<file path="config.mk">
export PLATFORM = sky130hd
export DESIGN_NAME = tomasulo_issue_scheduler_top
export DESIGN_NICKNAME = d
export VERILOG_FILES = /design/src/rtl/core/tis_pkg.sv /design/src/rtl/core/tis_ctrl.sv /design/src/rtl/core/tis_dp.sv /design/src/rtl/core/tomasulo_issue_scheduler_top.sv
export VERILOG_INCLUDE_DIRS = /design/src /design/src/rtl/core
export SDC_FILE = /design/constraint.sdc
export NUM_CORES = 2
export LEC_CHECK = 0
export BUFFER_PORTS_ARGS = -buffer_cell sky130_fd_sc_hd__buf_2
export CAP_MARGIN = 20
export CORE_ASPECT_RATIO = 1.25
export CORE_MARGIN = 8
export CORE_UTILIZATION = 55
export DETAILED_ROUTE_END_ITERATION = 12
export PLACE_DENSITY = 0.71
export SYNTH_ARGS = -nofsm -noshare
export SYNTH_HDL_FRONTEND = slang
export SYNTH_HIERARCHICAL = 1
export SYNTH_SLANG_ARGS = --single-unit
</file>
<file path="constraint.sdc">
create_clock -name clock -period 14.6 [get_ports clock]
set_clock_uncertainty 0.2 [all_clocks]
set_input_delay 2.92 -clock clock [delete_from_list [all_inputs] [get_ports clock]]
set_output_delay 2.92 -clock clock [all_outputs]
set_load 0.02 [all_outputs]
</file>
<file path="src/rtl/core/tomasulo_issue_scheduler_top_macros.svh">
// Assertion macros used by the scheduler sequencer.
`ifndef TOMASULO_ISSUE_SCHEDULER_TOP_MACROS_SVH
`define TOMASULO_ISSUE_SCHEDULER_TOP_MACROS_SVH

// Property that must hold at every clock edge outside reset.
`define TIS_ASSERT(lbl, prop, msg) \
   lbl: assert property (@(posedge clock) disable iff (reset) prop) else $error(msg);

// Condition that must never be seen at a clock edge outside reset.
`define TIS_ASSERT_NEVER(lbl, cond, msg) \
   lbl: assert property (@(posedge clock) disable iff (reset) !(cond)) else $error(msg);

`endif

</file>
<file path="src/rtl/core/tis_pkg.sv">
// Types and constants shared by the issue scheduler modules.
`timescale 1ns / 1ps
package tis_pkg;

   localparam logic [2:0] CLS_INT   = 3'd0;
   localparam logic [2:0] CLS_LOAD  = 3'd1;
   localparam logic [2:0] CLS_STORE = 3'd2;
   localparam logic [2:0] CLS_FP    = 3'd3;

   localparam logic [3:0] INT_LAT_RESET = 4'd4;
   localparam logic [3:0] FP_LAT_RESET  = 4'd9;

   localparam logic CSR_INT_LAT = 1'b0;
   localparam logic CSR_FP_LAT  = 1'b1;

   typedef struct packed {
      logic [2:0]  cls;
      logic [15:0] idx;
      logic [5:0]  src_a;
      logic [5:0]  src_b;
      logic [5:0]  src_c;
      logic [2:0]  src_used;
      logic [5:0]  dst_a;
      logic [5:0]  dst_b;
      logic [1:0]  dst_used;
   } qentry_type;

   typedef struct packed {
      logic        valid;
      logic        started;
      logic [15:0] idx;
      logic [2:0]  cls;
      logic [5:0]  dst0;
      logic [5:0]  dst1;
      logic [1:0]  dst_used;
      logic [2:0]  tv;
      logic [15:0] tag0;
      logic [15:0] tag1;
      logic [15:0] tag2;
   } station_type;

   typedef struct packed {
      logic capture;
      logic wake;
      logic ret_chk0;
      logic ret_chk1;
      logic exec;
      logic issue;
      logic disp_head;
      logic disp_src0;
      logic disp_src1;
      logic disp_src2;
      logic disp_dst1;
      logic fetch;
   } cmd_type;

   typedef struct packed {
      logic bus_v;
      logic head_go;
   } status_type;

endpackage

</file>
<file path="src/rtl/core/tis_ctrl.sv">
// Tick sequencer: steps the datapath through the stages of one tick.
`timescale 1ns / 1ps
`include "tomasulo_issue_scheduler_top_macros.svh"
module tis_ctrl (
   input  logic                clock,
   input  logic                reset,
   input  logic                start,
   output logic                busy,
   output logic                rsp_valid,
   input  tis_pkg::status_type status,
   output tis_pkg::cmd_type    cmd
);

   localparam logic [3:0] S_IDLE  = 4'd0;
   localparam logic [3:0] S_RET0  = 4'd1;
   localparam logic [3:0] S_RET1  = 4'd2;
   localparam logic [3:0] S_RET2  = 4'd3;
   localparam logic [3:0] S_EXEC  = 4'd4;
   localparam logic [3:0] S_ISSUE = 4'd5;
   localparam logic [3:0] S_DISP0 = 4'd6;
   localparam logic [3:0] S_DS1   = 4'd7;
   localparam logic [3:0] S_DS2   = 4'd8;
   localparam logic [3:0] S_DS3   = 4'd9;
   localparam logic [3:0] S_DS4   = 4'd10;
   localparam logic [3:0] S_FETCH = 4'd11;
   localparam logic [3:0] S_RESP  = 4'd12;

   logic [3:0] state_ff, state_in;

   always_comb begin
      state_in = state_ff;
      cmd      = '0;
      case (state_ff)
         S_IDLE: begin
            if (start) begin
               cmd.capture = 1'b1;
               state_in    = status.bus_v ? S_RET0 : S_EXEC;
            end
         end
         S_RET0: begin
            cmd.wake = 1'b1;
            state_in = S_RET1;
         end
         S_RET1: begin
            cmd.ret_chk0 = 1'b1;
            state_in     = S_RET2;
         end
         S_RET2: begin
            cmd.ret_chk1 = 1'b1;
            state_in     = S_EXEC;
         end
         S_EXEC: begin
            cmd.exec = 1'b1;
            state_in = S_ISSUE;
         end
         S_ISSUE: begin
            cmd.issue = 1'b1;
            state_in  = S_DISP0;
         end
         S_DISP0: begin
            cmd.disp_head = 1'b1;
            state_in      = status.head_go ? S_DS1 : S_FETCH;
         end
         S_DS1: begin
            cmd.disp_src0 = 1'b1;
            state_in      = S_DS2;
         end
         S_DS2: begin
            cmd.disp_src1 = 1'b1;
            state_in      = S_DS3;
         end
         S_DS3: begin
            cmd.disp_src2 = 1'b1;
            state_in      = S_DS4;
         end
         S_DS4: begin
            cmd.disp_dst1 = 1'b1;
            state_in      = S_FETCH;
         end
         S_FETCH: begin
            cmd.fetch = 1'b1;
            state_in  = S_RESP;
         end
         S_RESP: begin
            state_in = S_IDLE;
         end
         default: begin
            state_in = S_IDLE;
         end
      endcase
   end

   always_ff @(posedge clock) begin
      if (reset) begin
         state_ff <= S_IDLE;
      end else begin
         state_ff <= state_in;
      end
   end

   assign busy      = (state_ff != S_IDLE);
   assign rsp_valid = (state_ff == S_RESP);

   `TIS_ASSERT(a_cmd_onehot, $onehot0(cmd), "more than one datapath step commanded")
   `TIS_ASSERT(a_resp_then_idle, (state_ff == S_RESP) |=> (state_ff == S_IDLE), "tick did not end after its word")
   `TIS_ASSERT(a_accept_busy, (start && !busy) |=> (busy && !rsp_valid), "accepted tick did not start")
   `TIS_ASSERT_NEVER(a_fetch_once, cmd.fetch && $past(cmd.fetch), "fetch step repeated")

endmodule

</file>
<file path="src/rtl/core/tis_dp.sv">
// Scheduler datapath: queue, stations, units, rename table and bus holder.
`timescale 1ns / 1ps
module tis_dp #(
   parameter int QUEUE_DEPTH  = 10,
   parameter int INT_STATIONS = 4,
   parameter int FP_STATIONS  = 2,
   parameter int INT_UNITS    = 2,
   parameter int FP_UNITS     = 1,
   parameter int REG_COUNT    = 64
) (
   input  logic                clock,
   input  logic                reset,
   input  tis_pkg::cmd_type    cmd,
   output tis_pkg::status_type status,
   input  logic                csr_we,
   input  logic                csr_index,
   input  logic [3:0]          csr_wdata,
   input  logic                req_new_valid,
   input  logic [2:0]          req_instr_class,
   input  logic [15:0]         req_seq_index,
   input  logic [5:0]          req_src_reg_a,
   input  logic [5:0]          req_src_reg_b,
   input  logic [5:0]          req_src_reg_c,
   input  logic [2:0]          req_src_used,
   input  logic [5:0]          req_dst_reg_a,
   input  logic [5:0]          req_dst_reg_b,
   input  logic [1:0]          req_dst_used,
   output logic                rsp_fetch_accepted,
   output logic                rsp_dispatch_valid,
   output logic [15:0]         rsp_dispatch_index,
   output logic [2:0]          rsp_exec_start_mask,
   output logic                rsp_cdb_valid,
   output logic [15:0]         rsp_cdb_index,
   output logic [1:0]          rsp_stores_done,
   output logic                rsp_pipeline_empty
);

   localparam int QP_W = (QUEUE_DEPTH > 1) ? $clog2(QUEUE_DEPTH) : 1;
   localparam int QC_W = $clog2(QUEUE_DEPTH + 1);
   localparam int IS_W = (INT_STATIONS > 1) ? $clog2(INT_STATIONS) : 1;
   localparam int FS_W = (FP_STATIONS > 1) ? $clog2(FP_STATIONS) : 1;
   localparam int SL_W = (IS_W > FS_W) ? IS_W : FS_W;
   localparam int IU_W = (INT_UNITS > 1) ? $clog2(INT_UNITS) : 1;
   localparam int FU_W = (FP_UNITS > 1) ? $clog2(FP_UNITS) : 1;
   localparam int RA_W = $clog2(REG_COUNT);

   function automatic logic reg_ok(input logic [5:0] r);
      reg_ok = (32'(r) < REG_COUNT);
   endfunction

   // Configuration.
   logic [3:0] int_lat_ff, fp_lat_ff;

   // Instruction queue, a ring with undefined contents until written.
   tis_pkg::qentry_type q_mem[QUEUE_DEPTH];
   logic [QP_W-1:0] q_head_ff, q_head_in, q_tail, q_head_next;
   logic [QC_W-1:0] q_count_ff, q_count_in;
   logic [QP_W:0]   q_sum;
   logic            q_full;
   tis_pkg::qentry_type head_q;

   // Latched tick word.
   tis_pkg::qentry_type req_ff, req_in;
   logic                req_new_ff, req_new_in;

   // Stations and units.
   tis_pkg::station_type ist_ff[INT_STATIONS], ist_in[INT_STATIONS];
   tis_pkg::station_type fst_ff[FP_STATIONS], fst_in[FP_STATIONS];
   logic            iu_busy_ff[INT_UNITS], iu_busy_in[INT_UNITS];
   logic [IS_W-1:0] iu_slot_ff[INT_UNITS], iu_slot_in[INT_UNITS];
   logic [3:0]      iu_cnt_ff[INT_UNITS], iu_cnt_in[INT_UNITS];
   logic            fu_busy_ff[FP_UNITS], fu_busy_in[FP_UNITS];
   logic [FS_W-1:0] fu_slot_ff[FP_UNITS], fu_slot_in[FP_UNITS];
   logic [3:0]      fu_cnt_ff[FP_UNITS], fu_cnt_in[FP_UNITS];

   // Bus holder from the previous tick.
   logic        bus_v_ff, bus_v_in;
   logic [15:0] bus_idx_ff, bus_idx_in;
   logic [5:0]  bus_dst0_ff, bus_dst0_in, bus_dst1_ff, bus_dst1_in;
   logic [1:0]  bus_used_ff, bus_used_in;

   // Rename table: valid bits in flops, tags in a memory.
   logic            ren_v_ff[REG_COUNT], ren_v_in[REG_COUNT];
   logic [15:0]     ren_tag_mem[REG_COUNT];
   logic [15:0]     ren_rd_ff;
   logic [RA_W-1:0] ren_ra, ren_wa;
   logic [15:0]     ren_wd;
   logic            ren_we;

   // Dispatch scratch.
   logic [SL_W-1:0] disp_slot_ff, disp_slot_in;
   logic [1:0]      disp_tv_ff, disp_tv_in;
   logic [15:0]     disp_tag0_ff, disp_tag0_in, disp_tag1_ff, disp_tag1_in;
   logic            int_free, fp_free;
   logic [IS_W-1:0] int_free_idx;
   logic [FS_W-1:0] fp_free_idx;

   // Result word.
   logic        fetch_ok_ff, fetch_ok_in, disp_v_ff, disp_v_in;
   logic [15:0] disp_idx_ff, disp_idx_in, cdb_idx_ff, cdb_idx_in;
   logic [2:0]  start_ff, start_in;
   logic        cdb_v_ff, cdb_v_in;
   logic [1:0]  stores_ff, stores_in;

   assign head_q      = q_mem[q_head_ff];
   assign q_sum       = {1'b0, q_head_ff} + (QP_W + 1)'(q_count_ff);
   assign q_tail      = (q_sum >= (QP_W + 1)'(QUEUE_DEPTH)) ?
                        QP_W'(q_sum - (QP_W + 1)'(QUEUE_DEPTH)) : QP_W'(q_sum);
   assign q_head_next = (q_head_ff == QP_W'(QUEUE_DEPTH - 1)) ? '0 : q_head_ff + 1'b1;
   assign q_full      = (q_count_ff >= QC_W'(QUEUE_DEPTH));

   always_comb begin
      int_free     = 1'b0;
      int_free_idx = '0;
      for (int j = INT_STATIONS - 1; j >= 0; j--) begin
         if (!ist_ff[j].valid) begin
            int_free     = 1'b1;
            int_free_idx = IS_W'(j);
         end
      end
      fp_free     = 1'b0;
      fp_free_idx = '0;
      for (int j = FP_STATIONS - 1; j >= 0; j--) begin
         if (!fst_ff[j].valid) begin
            fp_free     = 1'b1;
            fp_free_idx = FS_W'(j);
         end
      end
   end

   assign status.bus_v   = bus_v_ff;
   assign status.head_go = (q_count_ff != '0) && (head_q.cls <= tis_pkg::CLS_FP) &&
                           ((head_q.cls == tis_pkg::CLS_FP) ? fp_free : int_free);

   always_comb begin
      ren_ra = '0;
      if (cmd.wake) begin
         ren_ra = RA_W'(bus_dst0_ff);
      end else if (cmd.ret_chk0) begin
         ren_ra = RA_W'(bus_dst1_ff);
      end else if (cmd.disp_head) begin
         ren_ra = RA_W'(head_q.src_a);
      end else if (cmd.disp_src0) begin
         ren_ra = RA_W'(head_q.src_b);
      end else if (cmd.disp_src1) begin
         ren_ra = RA_W'(head_q.src_c);
      end
   end

   always_comb begin : next_state
      logic                 found, best_fp, stop, got_u, sb0, sb1, sb2, tv2;
      logic [IU_W-1:0]      best_iu;
      logic [FU_W-1:0]      best_fu;
      logic [15:0]          best_idx;
      logic [IS_W-1:0]      islot;
      logic [FS_W-1:0]      fslot;
      logic [1:0]           st_cnt;
      tis_pkg::station_type win, nst;

      found = 1'b0; best_fp = 1'b0; stop = 1'b0; got_u = 1'b0;
      sb0 = 1'b0; sb1 = 1'b0; sb2 = 1'b0; tv2 = 1'b0;
      best_iu = '0; best_fu = '0; best_idx = '0; islot = '0; fslot = '0;
      st_cnt = '0; win = '0; nst = '0;

      req_in = req_ff; req_new_in = req_new_ff;
      q_head_in = q_head_ff; q_count_in = q_count_ff;
      ist_in = ist_ff; fst_in = fst_ff;
      iu_busy_in = iu_busy_ff; iu_slot_in = iu_slot_ff; iu_cnt_in = iu_cnt_ff;
      fu_busy_in = fu_busy_ff; fu_slot_in = fu_slot_ff; fu_cnt_in = fu_cnt_ff;
      bus_v_in = bus_v_ff; bus_idx_in = bus_idx_ff;
      bus_dst0_in = bus_dst0_ff; bus_dst1_in = bus_dst1_ff; bus_used_in = bus_used_ff;
      ren_v_in = ren_v_ff;
      ren_we = 1'b0; ren_wa = '0; ren_wd = head_q.idx;
      disp_slot_in = disp_slot_ff; disp_tv_in = disp_tv_ff;
      disp_tag0_in = disp_tag0_ff; disp_tag1_in = disp_tag1_ff;
      fetch_ok_in = fetch_ok_ff; disp_v_in = disp_v_ff; disp_idx_in = disp_idx_ff;
      start_in = start_ff; cdb_v_in = cdb_v_ff; cdb_idx_in = cdb_idx_ff;
      stores_in = stores_ff;

      if (cmd.capture) begin
         req_new_in = req_new_valid;
         req_in = '{cls: req_instr_class, idx: req_seq_index, src_a: req_src_reg_a,
                    src_b: req_src_reg_b, src_c: req_src_reg_c, src_used: req_src_used,
                    dst_a: req_dst_reg_a, dst_b: req_dst_reg_b, dst_used: req_dst_used};
         fetch_ok_in = 1'b0; disp_v_in = 1'b0; disp_idx_in = '0; start_in = '0;
         cdb_v_in = 1'b0; cdb_idx_in = '0; stores_in = '0;
      end

      if (cmd.wake) begin
         for (int j = 0; j < INT_STATIONS; j++) begin
            if (ist_ff[j].valid) begin
               if (ist_ff[j].tv[0] && ist_ff[j].tag0 == bus_idx_ff) ist_in[j].tv[0] = 1'b0;
               if (ist_ff[j].tv[1] && ist_ff[j].tag1 == bus_idx_ff) ist_in[j].tv[1] = 1'b0;
               if (ist_ff[j].tv[2] && ist_ff[j].tag2 == bus_idx_ff) ist_in[j].tv[2] = 1'b0;
            end
         end
         for (int j = 0; j < FP_STATIONS; j++) begin
            if (fst_ff[j].valid) begin
               if (fst_ff[j].tv[0] && fst_ff[j].tag0 == bus_idx_ff) fst_in[j].tv[0] = 1'b0;
               if (fst_ff[j].tv[1] && fst_ff[j].tag1 == bus_idx_ff) fst_in[j].tv[1] = 1'b0;
               if (fst_ff[j].tv[2] && fst_ff[j].tag2 == bus_idx_ff) fst_in[j].tv[2] = 1'b0;
            end
         end
      end

      if (cmd.ret_chk0 && bus_used_ff[0] && reg_ok(bus_dst0_ff)) begin
         if (ren_v_ff[RA_W'(bus_dst0_ff)] && ren_rd_ff == bus_idx_ff) begin
            ren_v_in[RA_W'(bus_dst0_ff)] = 1'b0;
         end
      end
      if (cmd.ret_chk1) begin
         bus_v_in = 1'b0;
         if (bus_used_ff[1] && reg_ok(bus_dst1_ff)) begin
            if (ren_v_ff[RA_W'(bus_dst1_ff)] && ren_rd_ff == bus_idx_ff) begin
               ren_v_in[RA_W'(bus_dst1_ff)] = 1'b0;
            end
         end
      end

      if (cmd.exec) begin
         for (int i = 0; i < INT_UNITS; i++) begin
            if (iu_busy_in[i] && iu_cnt_in[i] != 4'd0) iu_cnt_in[i] = iu_cnt_in[i] - 4'd1;
         end
         for (int i = 0; i < FP_UNITS; i++) begin
            if (fu_busy_in[i] && fu_cnt_in[i] != 4'd0) fu_cnt_in[i] = fu_cnt_in[i] - 4'd1;
         end
         for (int i = 0; i < INT_UNITS; i++) begin
            if (iu_busy_in[i] && iu_cnt_in[i] == 4'd0) begin
               if (ist_in[iu_slot_in[i]].cls == tis_pkg::CLS_STORE) begin
                  ist_in[iu_slot_in[i]] = '0;
                  iu_busy_in[i] = 1'b0;
                  if (st_cnt != 2'd3) st_cnt = st_cnt + 2'd1;
               end else if (!found || best_idx > ist_in[iu_slot_in[i]].idx) begin
                  found    = 1'b1;
                  best_fp  = 1'b0;
                  best_iu  = IU_W'(i);
                  best_idx = ist_in[iu_slot_in[i]].idx;
               end
            end
         end
         for (int i = 0; i < FP_UNITS; i++) begin
            if (fu_busy_in[i] && fu_cnt_in[i] == 4'd0) begin
               if (!found || best_idx > fst_in[fu_slot_in[i]].idx) begin
                  found    = 1'b1;
                  best_fp  = 1'b1;
                  best_fu  = FU_W'(i);
                  best_idx = fst_in[fu_slot_in[i]].idx;
               end
            end
         end
         stores_in = st_cnt;
         if (found) begin
            if (best_fp) begin
               fslot = fu_slot_in[best_fu];
               win   = fst_in[fslot];
               fu_busy_in[best_fu] = 1'b0;
               fu_cnt_in[best_fu]  = 4'd0;
               for (int j = 0; j < FP_STATIONS - 1; j++) begin
                  if (FS_W'(j) >= fslot) fst_in[j] = fst_in[j + 1];
               end
               fst_in[FP_STATIONS - 1] = '0;
               for (int i = 0; i < FP_UNITS; i++) begin
                  if (fu_busy_in[i] && fu_slot_in[i] > fslot) fu_slot_in[i] = fu_slot_in[i] - 1'b1;
               end
            end else begin
               islot = iu_slot_in[best_iu];
               win   = ist_in[islot];
               iu_busy_in[best_iu] = 1'b0;
               iu_cnt_in[best_iu]  = 4'd0;
               for (int j = 0; j < INT_STATIONS - 1; j++) begin
                  if (IS_W'(j) >= islot) ist_in[j] = ist_in[j + 1];
               end
               ist_in[INT_STATIONS - 1] = '0;
               for (int i = 0; i < INT_UNITS; i++) begin
                  if (iu_busy_in[i] && iu_slot_in[i] > islot) iu_slot_in[i] = iu_slot_in[i] - 1'b1;
               end
            end
            bus_v_in    = 1'b1;
            bus_idx_in  = win.idx;
            bus_dst0_in = win.dst0;
            bus_dst1_in = win.dst1;
            bus_used_in = win.dst_used;
            cdb_v_in    = 1'b1;
            cdb_idx_in  = win.idx;
         end
      end

      if (cmd.issue) begin
         for (int j = 0; j < INT_STATIONS; j++) begin
            if (!stop && ist_ff[j].valid && !ist_ff[j].started && ist_ff[j].tv == 3'b000) begin
               got_u = 1'b0;
               for (int k = 0; k < INT_UNITS; k++) begin
                  if (!got_u && !iu_busy_in[k]) begin
                     got_u         = 1'b1;
                     iu_busy_in[k] = 1'b1;
                     iu_slot_in[k] = IS_W'(j);
                     iu_cnt_in[k]  = int_lat_ff;
                     if (k == 0) sb0 = 1'b1;
                     else sb1 = 1'b1;
                  end
               end
               if (got_u) ist_in[j].started = 1'b1;
               else stop = 1'b1;
            end
         end
         stop = 1'b0;
         for (int j = 0; j < FP_STATIONS; j++) begin
            if (!stop && fst_ff[j].valid && !fst_ff[j].started && fst_ff[j].tv == 3'b000) begin
               got_u = 1'b0;
               for (int k = 0; k < FP_UNITS; k++) begin
                  if (!got_u && !fu_busy_in[k]) begin
                     got_u         = 1'b1;
                     fu_busy_in[k] = 1'b1;
                     fu_slot_in[k] = FS_W'(j);
                     fu_cnt_in[k]  = fp_lat_ff;
                     sb2           = 1'b1;
                  end
               end
               if (got_u) fst_in[j].started = 1'b1;
               else stop = 1'b1;
            end
         end
         start_in = {sb2, sb1, sb0};
      end

      if (cmd.disp_head) begin
         disp_slot_in = (head_q.cls == tis_pkg::CLS_FP) ? SL_W'(fp_free_idx) : SL_W'(int_free_idx);
         if (q_count_ff != '0 && head_q.cls > tis_pkg::CLS_FP) begin
            q_head_in  = q_head_next;
            q_count_in = q_count_ff - 1'b1;
         end
      end
      if (cmd.disp_src0) begin
         disp_tv_in[0] = head_q.src_used[0] && reg_ok(head_q.src_a) &&
                         ren_v_ff[RA_W'(head_q.src_a)];
         disp_tag0_in  = ren_rd_ff;
      end
      if (cmd.disp_src1) begin
         disp_tv_in[1] = head_q.src_used[1] && reg_ok(head_q.src_b) &&
                         ren_v_ff[RA_W'(head_q.src_b)];
         disp_tag1_in  = ren_rd_ff;
      end
      if (cmd.disp_src2) begin
         tv2 = head_q.src_used[2] && reg_ok(head_q.src_c) && ren_v_ff[RA_W'(head_q.src_c)];
         nst.valid = 1'b1;
         nst.idx   = head_q.idx;
         nst.cls   = head_q.cls;
         nst.tv    = {tv2, disp_tv_ff};
         nst.tag0  = disp_tv_ff[0] ? disp_tag0_ff : 16'd0;
         nst.tag1  = disp_tv_ff[1] ? disp_tag1_ff : 16'd0;
         nst.tag2  = tv2 ? ren_rd_ff : 16'd0;
         if (head_q.cls != tis_pkg::CLS_STORE) begin
            if (head_q.dst_used[0] && reg_ok(head_q.dst_a)) begin
               nst.dst0 = head_q.dst_a;
               nst.dst_used[0] = 1'b1;
               ren_v_in[RA_W'(head_q.dst_a)] = 1'b1;
               ren_we = 1'b1;
               ren_wa = RA_W'(head_q.dst_a);
            end
            if (head_q.dst_used[1] && reg_ok(head_q.dst_b)) begin
               nst.dst1 = head_q.dst_b;
               nst.dst_used[1] = 1'b1;
            end
         end
         if (head_q.cls == tis_pkg::CLS_FP) fst_in[disp_slot_ff[FS_W-1:0]] = nst;
         else ist_in[disp_slot_ff[IS_W-1:0]] = nst;
      end
      if (cmd.disp_dst1) begin
         if (head_q.cls != tis_pkg::CLS_STORE && head_q.dst_used[1] && reg_ok(head_q.dst_b)) begin
            ren_v_in[RA_W'(head_q.dst_b)] = 1'b1;
            ren_we = 1'b1;
            ren_wa = RA_W'(head_q.dst_b);
         end
         disp_v_in   = 1'b1;
         disp_idx_in = head_q.idx;
         q_head_in   = q_head_next;
         q_count_in  = q_count_ff - 1'b1;
      end

      if (cmd.fetch && req_new_ff && !q_full) begin
         q_count_in  = q_count_ff + 1'b1;
         fetch_ok_in = 1'b1;
      end
   end

   always_ff @(posedge clock) begin
      if (reset) begin
         int_lat_ff <= tis_pkg::INT_LAT_RESET;
         fp_lat_ff  <= tis_pkg::FP_LAT_RESET;
         q_head_ff  <= '0;
         q_count_ff <= '0;
         bus_v_ff   <= 1'b0;
         for (int j = 0; j < INT_STATIONS; j++) ist_ff[j] <= '0;
         for (int j = 0; j < FP_STATIONS; j++) fst_ff[j] <= '0;
         for (int i = 0; i < INT_UNITS; i++) begin
            iu_busy_ff[i] <= 1'b0;
            iu_slot_ff[i] <= '0;
            iu_cnt_ff[i]  <= '0;
         end
         for (int i = 0; i < FP_UNITS; i++) begin
            fu_busy_ff[i] <= 1'b0;
            fu_slot_ff[i] <= '0;
            fu_cnt_ff[i]  <= '0;
         end
         for (int r = 0; r < REG_COUNT; r++) ren_v_ff[r] <= 1'b0;
      end else begin
         if (csr_we && csr_index == tis_pkg::CSR_INT_LAT) int_lat_ff <= csr_wdata;
         if (csr_we && csr_index == tis_pkg::CSR_FP_LAT) fp_lat_ff <= csr_wdata;
         q_head_ff  <= q_head_in;
         q_count_ff <= q_count_in;
         bus_v_ff   <= bus_v_in;
         ist_ff     <= ist_in;
         fst_ff     <= fst_in;
         iu_busy_ff <= iu_busy_in;
         iu_slot_ff <= iu_slot_in;
         iu_cnt_ff  <= iu_cnt_in;
         fu_busy_ff <= fu_busy_in;
         fu_slot_ff <= fu_slot_in;
         fu_cnt_ff  <= fu_cnt_in;
         ren_v_ff   <= ren_v_in;
      end
   end

   always_ff @(posedge clock) begin
      req_ff       <= req_in;
      req_new_ff   <= req_new_in;
      bus_idx_ff   <= bus_idx_in;
      bus_dst0_ff  <= bus_dst0_in;
      bus_dst1_ff  <= bus_dst1_in;
      bus_used_ff  <= bus_used_in;
      disp_slot_ff <= disp_slot_in;
      disp_tv_ff   <= disp_tv_in;
      disp_tag0_ff <= disp_tag0_in;
      disp_tag1_ff <= disp_tag1_in;
      fetch_ok_ff  <= fetch_ok_in;
      disp_v_ff    <= disp_v_in;
      disp_idx_ff  <= disp_idx_in;
      start_ff     <= start_in;
      cdb_v_ff     <= cdb_v_in;
      cdb_idx_ff   <= cdb_idx_in;
      stores_ff    <= stores_in;
      if (cmd.fetch && req_new_ff && !q_full) q_mem[q_tail] <= req_ff;
   end

   always_ff @(posedge clock) begin
      if (ren_we) ren_tag_mem[ren_wa] <= ren_wd;
      ren_rd_ff <= ren_tag_mem[ren_ra];
   end

   always_comb begin
      rsp_pipeline_empty = (q_count_ff == '0);
      for (int j = 0; j < INT_STATIONS; j++) if (ist_ff[j].valid) rsp_pipeline_empty = 1'b0;
      for (int j = 0; j < FP_STATIONS; j++) if (fst_ff[j].valid) rsp_pipeline_empty = 1'b0;
      for (int i = 0; i < INT_UNITS; i++) if (iu_busy_ff[i]) rsp_pipeline_empty = 1'b0;
      for (int i = 0; i < FP_UNITS; i++) if (fu_busy_ff[i]) rsp_pipeline_empty = 1'b0;
   end

   assign rsp_fetch_accepted  = fetch_ok_ff;
   assign rsp_dispatch_valid  = disp_v_ff;
   assign rsp_dispatch_index  = disp_idx_ff;
   assign rsp_exec_start_mask = start_ff;
   assign rsp_cdb_valid       = cdb_v_ff;
   assign rsp_cdb_index       = cdb_idx_ff;
   assign rsp_stores_done     = stores_ff;

endmodule

</file>
<file path="src/rtl/core/tomasulo_issue_scheduler_top.sv">
// Top level of the Tomasulo issue scheduler timing model.
//
//   channel   ports                           handshake
//   -------   -----------------------------   ------------------------------
//   request   start, busy, req_*              taken when start high, busy low
//   response  rsp_valid, rsp_*                one-cycle strobe, no back-pressure
//   config    csr_we, csr_index, csr_wdata    written when csr_we high
//
// Each request word is one machine tick: execute, issue, dispatch head, fetch
// and response states, after retire states RET0-RET2 when an instruction held
// the data bus in the previous tick, with DS1-DS4 after the dispatch head when
// the queue head is dispatched. The extra states come from the single read port
// of the rename tag memory, serving two retire and three source lookups in turn.
// busy stays high from the accept until the strobe cycle ends.
// Synchronous reset empties the queue, stations, units and rename table and loads
// the latency registers with their tis_pkg reset values; no clearing pass is needed.
// The receiver cannot stall; a word is presented for exactly one cycle.
`timescale 1ns / 1ps
module tomasulo_issue_scheduler_top #(
   parameter int QUEUE_DEPTH  = 10,
   parameter int INT_STATIONS = 4,
   parameter int FP_STATIONS  = 2,
   parameter int INT_UNITS    = 2,
   parameter int FP_UNITS     = 1,
   parameter int REG_COUNT    = 64
) (
   input  logic        clock,
   input  logic        reset,
   input  logic        start,
   output logic        busy,
   input  logic        req_new_valid,
   input  logic [2:0]  req_instr_class,
   input  logic [15:0] req_seq_index,
   input  logic [5:0]  req_src_reg_a,
   input  logic [5:0]  req_src_reg_b,
   input  logic [5:0]  req_src_reg_c,
   input  logic [2:0]  req_src_used,
   input  logic [5:0]  req_dst_reg_a,
   input  logic [5:0]  req_dst_reg_b,
   input  logic [1:0]  req_dst_used,
   output logic        rsp_valid,
   output logic        rsp_fetch_accepted,
   output logic        rsp_dispatch_valid,
   output logic [15:0] rsp_dispatch_index,
   output logic [2:0]  rsp_exec_start_mask,
   output logic        rsp_cdb_valid,
   output logic [15:0] rsp_cdb_index,
   output logic [1:0]  rsp_stores_done,
   output logic        rsp_pipeline_empty,
   input  logic        csr_we,
   input  logic        csr_index,
   input  logic [3:0]  csr_wdata
);

   // The sequencer issues at most one step command per cycle; the datapath reports
   // whether a bus holder must retire and whether the queue head can dispatch.
   tis_pkg::cmd_type    cmd;
   tis_pkg::status_type status;

   tis_ctrl u_ctrl (
      .clock     (clock),
      .reset     (reset),
      .start     (start),
      .busy      (busy),
      .rsp_valid (rsp_valid),
      .status    (status),
      .cmd       (cmd)
   );

   tis_dp #(
      .QUEUE_DEPTH  (QUEUE_DEPTH),
      .INT_STATIONS (INT_STATIONS),
      .FP_STATIONS  (FP_STATIONS),
      .INT_UNITS    (INT_UNITS),
      .FP_UNITS     (FP_UNITS),
      .REG_COUNT    (REG_COUNT)
   ) u_dp (
      .clock               (clock),
      .reset               (reset),
      .cmd                 (cmd),
      .status              (status),
      .csr_we              (csr_we),
      .csr_index           (csr_index),
      .csr_wdata           (csr_wdata),
      .req_new_valid       (req_new_valid),
      .req_instr_class     (req_instr_class),
      .req_seq_index       (req_seq_index),
      .req_src_reg_a       (req_src_reg_a),
      .req_src_reg_b       (req_src_reg_b),
      .req_src_reg_c       (req_src_reg_c),
      .req_src_used        (req_src_used),
      .req_dst_reg_a       (req_dst_reg_a),
      .req_dst_reg_b       (req_dst_reg_b),
      .req_dst_used        (req_dst_used),
      .rsp_fetch_accepted  (rsp_fetch_accepted),
      .rsp_dispatch_valid  (rsp_dispatch_valid),
      .rsp_dispatch_index  (rsp_dispatch_index),
      .rsp_exec_start_mask (rsp_exec_start_mask),
      .rsp_cdb_valid       (rsp_cdb_valid),
      .rsp_cdb_index       (rsp_cdb_index),
      .rsp_stores_done     (rsp_stores_done),
      .rsp_pipeline_empty  (rsp_pipeline_empty)
   );

endmodule
</file>
==> flow_summary.toml <==
[outcome]
status = "finished clean"

[synth]
avgSynthCellArea_um2 = 12.48
yosysSeqAreaShare = 0.6292
yosysMostFrequentCell = "edfxtp_1"
syn_nets = 8314
synth-seq-cells = 2360
synth_edf_count = 1706
synthTopCellsByArea = "edfxtp_1 50%, dfxtp_1 13%, mux2i_1 3.1%, mux4_2 3.0%, nand3_1 2.5%"
netlist_instances = 8194
synth_area_um2 = 102200
synthTopCellsByCount = "1,706 x edfxtp_1, 654 x dfxtp_1, 642 x nand2_1"
yosysTopAreaCell = "edfxtp_1"
synth_warnings = 6
synth.distinct_cells = 90
async_reset_ff_frac = 0
synth_top_area_frac = 0.5011
ys.flop_type = "edfxtp_1"

[floorplan]
die-area_um2 = 200000
start_util = 0.5515
boundaryPins = 107
design.core.area_um2 = 185400
rows = 177
die_w_um = 401.6
die_h_um = 498.0

[place]
dp_hpwl_um = 195400
port_buffers = 106
gp_congestion = 0.9860

[worst_setup_path]
path_buf_inv = 4
cp.arrival_ns = 10.73
cp_slowest_stage_delay_ns = 0.78
critical_path_peak_fanout = 66
endpoint_kind = "flip-flop"
crit_slowest_cell = "buf_4"
start_kind = "flip-flop"
criticalPathCategory = "flip-flop to flip-flop"
critPathRequiredTime_ns = 15.18
path_delay_family = "compound AO/OA/AOI/OAI gates"

[global_route]
grt_max_degree = 198
grt_pass1_wl_um = 472500
grt-ovfl-total = 0
grt_usage = 0.3101
grt_antenna_before_repair = 14
grt_pass1_vias = 71330

[route]
totalWireLength_um = 323500
drc = 0
dr_total_vias = 74200
ant_nets = 0
wl_per_cell_um = 30.20
drt-initial-drc-count = 10240
drtPass1Iterations = 8
routed_via_density = 6.926

[power]
p_sw_mw = 3.832
p_int_mw = 11.06
clockPowerShare = 0.403
vdd_drop_max_uv = 150.1
leakage_nw = 36.91
p_sw_frac = 0.2574
comb_power_share = 0.099
seqPwrFrac = 0.498
power.density_nw_per_um2 = 131.5

[job]
drv_cap = 0

[clock_network]
clkLatencyLatePin_ns = 0.89
clock_path_buffers = 3
clkTransAtPathRegs_ns = 0.06
cts_buffers = 219
cts_tree = "yes"
ctsHoldBuffers = 0
ctsResizeCount = 0
cts_setup_buffers = 0
cts_sinks = 2360
cts-root-buf = "clkbuf_16"
htreeDepth = 4

[sta]
setup_viol = 0
setup_tns_ns = 0
period_minus_slack_ns = 10.15
worst_slew_pin_slew_ns = 1.269
drv_slew = 0
finalHoldViolations = 0
max_clock_freq_mhz = 98.48
rsz0062_at_grt = "no"
fin_hold_ws_ns = 0.2561
period_share = 0.6955
relSlewSlack = 0.1509

[finish]
synthToLayoutAreaGrowth_pct = 10.71
fin_nets = 8222
drive_gt1_frac = 0.1207

[hold_path]
hold_path_class = "flip-flop to flip-flop"
-- layout by cell type (no fill, tap or decap), drive strengths merged, types with 35 or more instances in the layout --
cell type | Yosys | final
a221oi | 223 | 223
nor2b | 58 | 58
mux2i | 318 | 318
a222oi | 59 | 59
o211ai | 110 | 110
a22oi | 165 | 165
nand4 | 91 | 91
xnor2 | 89 | 89
clkbuf | 453 | 269
dfxtp | 654 | 654
ha | 54 | 54
mux2 | 43 | 43
nand2 | 642 | 642
a31oi | 225 | 225
a21oi | 509 | 509
and3 | 170 | 170
buf | 205 | 344
xor2 | 233 | 233
edfxtp | 1706 | 1706
nand3 | 517 | 517
nor2 | 413 | 413
o21ai | 216 | 216
a311oi | 35 | 35
and2 | 41 | 41
a32oi | 101 | 101
clkinv | 0 | 103
inv | 75 | 80
a211oi | 106 | 106
nor3 | 89 | 89
a22o | 56 | 56
mux4 | 136 | 136
nor4 | 74 | 74
-- worst reg2reg max path: cells and delay by family (launching register included) --
kind / cells / cell delay (ns)
buf+inv: 4 / 1.34
flops: 1 / 0.36
compound gates: 12 / 3.63
mux: 1 / 0.18
fa+ha+maj: 3 / 0.87
simple gates: 8 / 3.49
-- layer usage --
layer | track usage | wire (um) | up-vias
met5 | 0 | 44 | -
met4 | 0.1896 | 23750 | 6
met3 | 0.06017 | 32850 | 1128
met2 | 0.4878 | 147900 | 4686
met1 | 0.3986 | 118900 | 36720
li1 | - | - | 31660
-- area by class of cell --
cell class | instances | area, um2
inverter | 75 | 281.5
multi-input combinational | 5101 | 35410
sequential | 2360 | 64340
timing repair buffer | 345 | 2462
tap | 2416 | 3023
clock buffer | 268 | 5881
fill | 13980 | 72180
clock inverter | 147 | 1782
antenna | 2 | 5.005
-- power by group through the flow --
| stage | Sequential, mW | Combinational [mW] | Clock [mW] |
|---|---|---|---|
| 5_1_grt | 7.41 | 1.55 | 6.31 |
| 6_report | 7.42 | 1.47 | 5.99 |
| 2_1_floorplan | 7.46 | 0.908 | 0 |
| 4_1_cts | 7.41 | 1.45 | 6.05 |
| 3_5_place_dp | 7.55 | 1.44 | 0 |
| 3_3_place_gp | 7.54 | 1.42 | 0 |
-- registers in the layout, indices dropped and copies added (netlist names), 8 cells and up, named ones only --
| signal | flops |
|---|---|
| u_dp/iu_cnt_ff | 8 |
| u_dp/ren_rd_ff | 16 |
| u_dp/rsp_cdb_index | 16 |
| u_dp/bus_idx_ff | 16 |
| u_dp/ren_v_ff | 64 |
| u_dp/disp_tag0_ff | 16 |
| u_dp/disp_tag1_ff | 16 |
| u_dp/ist_ff | 344 |
| u_dp/q_mem | 540 |
| u_dp/req_ff | 54 |
| u_dp/rsp_dispatch_index | 16 |
| u_dp/fst_ff | 166 |
| u_dp/ren_tag_mem | 1024 |
-- logic make-up after synthesis --
kind of cell,synth area share
adder cells (fa/ha/maj),0.007098
XOR/XNOR,0.02759
flip-flops,0.6292
buffers and inverters,0.02997
multiplexers,0.06587
AO/OA/AOI/OAI,0.1344
AND/OR/NAND/NOR,0.1059
-- stage by stage --
| step | instances | total power [mW] | util | cell area [um2] | setup slack (ns) |
|---|---|---|---|---|---|
| 3_5_place_dp | 10290 | 8.994 | 0.5683 | 105300 | 4.704 |
| 2_1_floorplan | 8194 | 8.363 | - | 102200 | 6.955 |
| 3_3_place_gp | 10280 | 8.961 | 0.5683 | 105300 | 4.857 |
| 5_1_grt | 10710 | 15.27 | 0.6106 | 113200 | 4.082 |
| 6_report | 10710 | 14.89 | 0.6106 | 113200 | 4.446 |
| 4_1_cts | 10700 | 14.91 | 0.6097 | 113000 | 4.631 |
-- worst paths after layout --
path | startpoint | endpoint | slack (ns) | cells past startpoint
max | u_dp/iu_cnt_ff[4]$_SDFF_PP0_ | u_dp/ist_ff[223]$_SDFF_PP0_ | 4.45 | 28
min | u_dp/rsp_cdb_valid$_DFF_P_ | u_dp/rsp_cdb_valid$_DFF_P_ | 0.26 | 1
max reg2reg | u_dp/iu_cnt_ff[4]$_SDFF_PP0_ | u_dp/ist_ff[223]$_SDFF_PP0_ | 4.45 | 28
min reg2reg | u_dp/rsp_cdb_valid$_DFF_P_ | u_dp/rsp_cdb_valid$_DFF_P_ | 0.26 | 1
(Power assumes the default switching activity.)
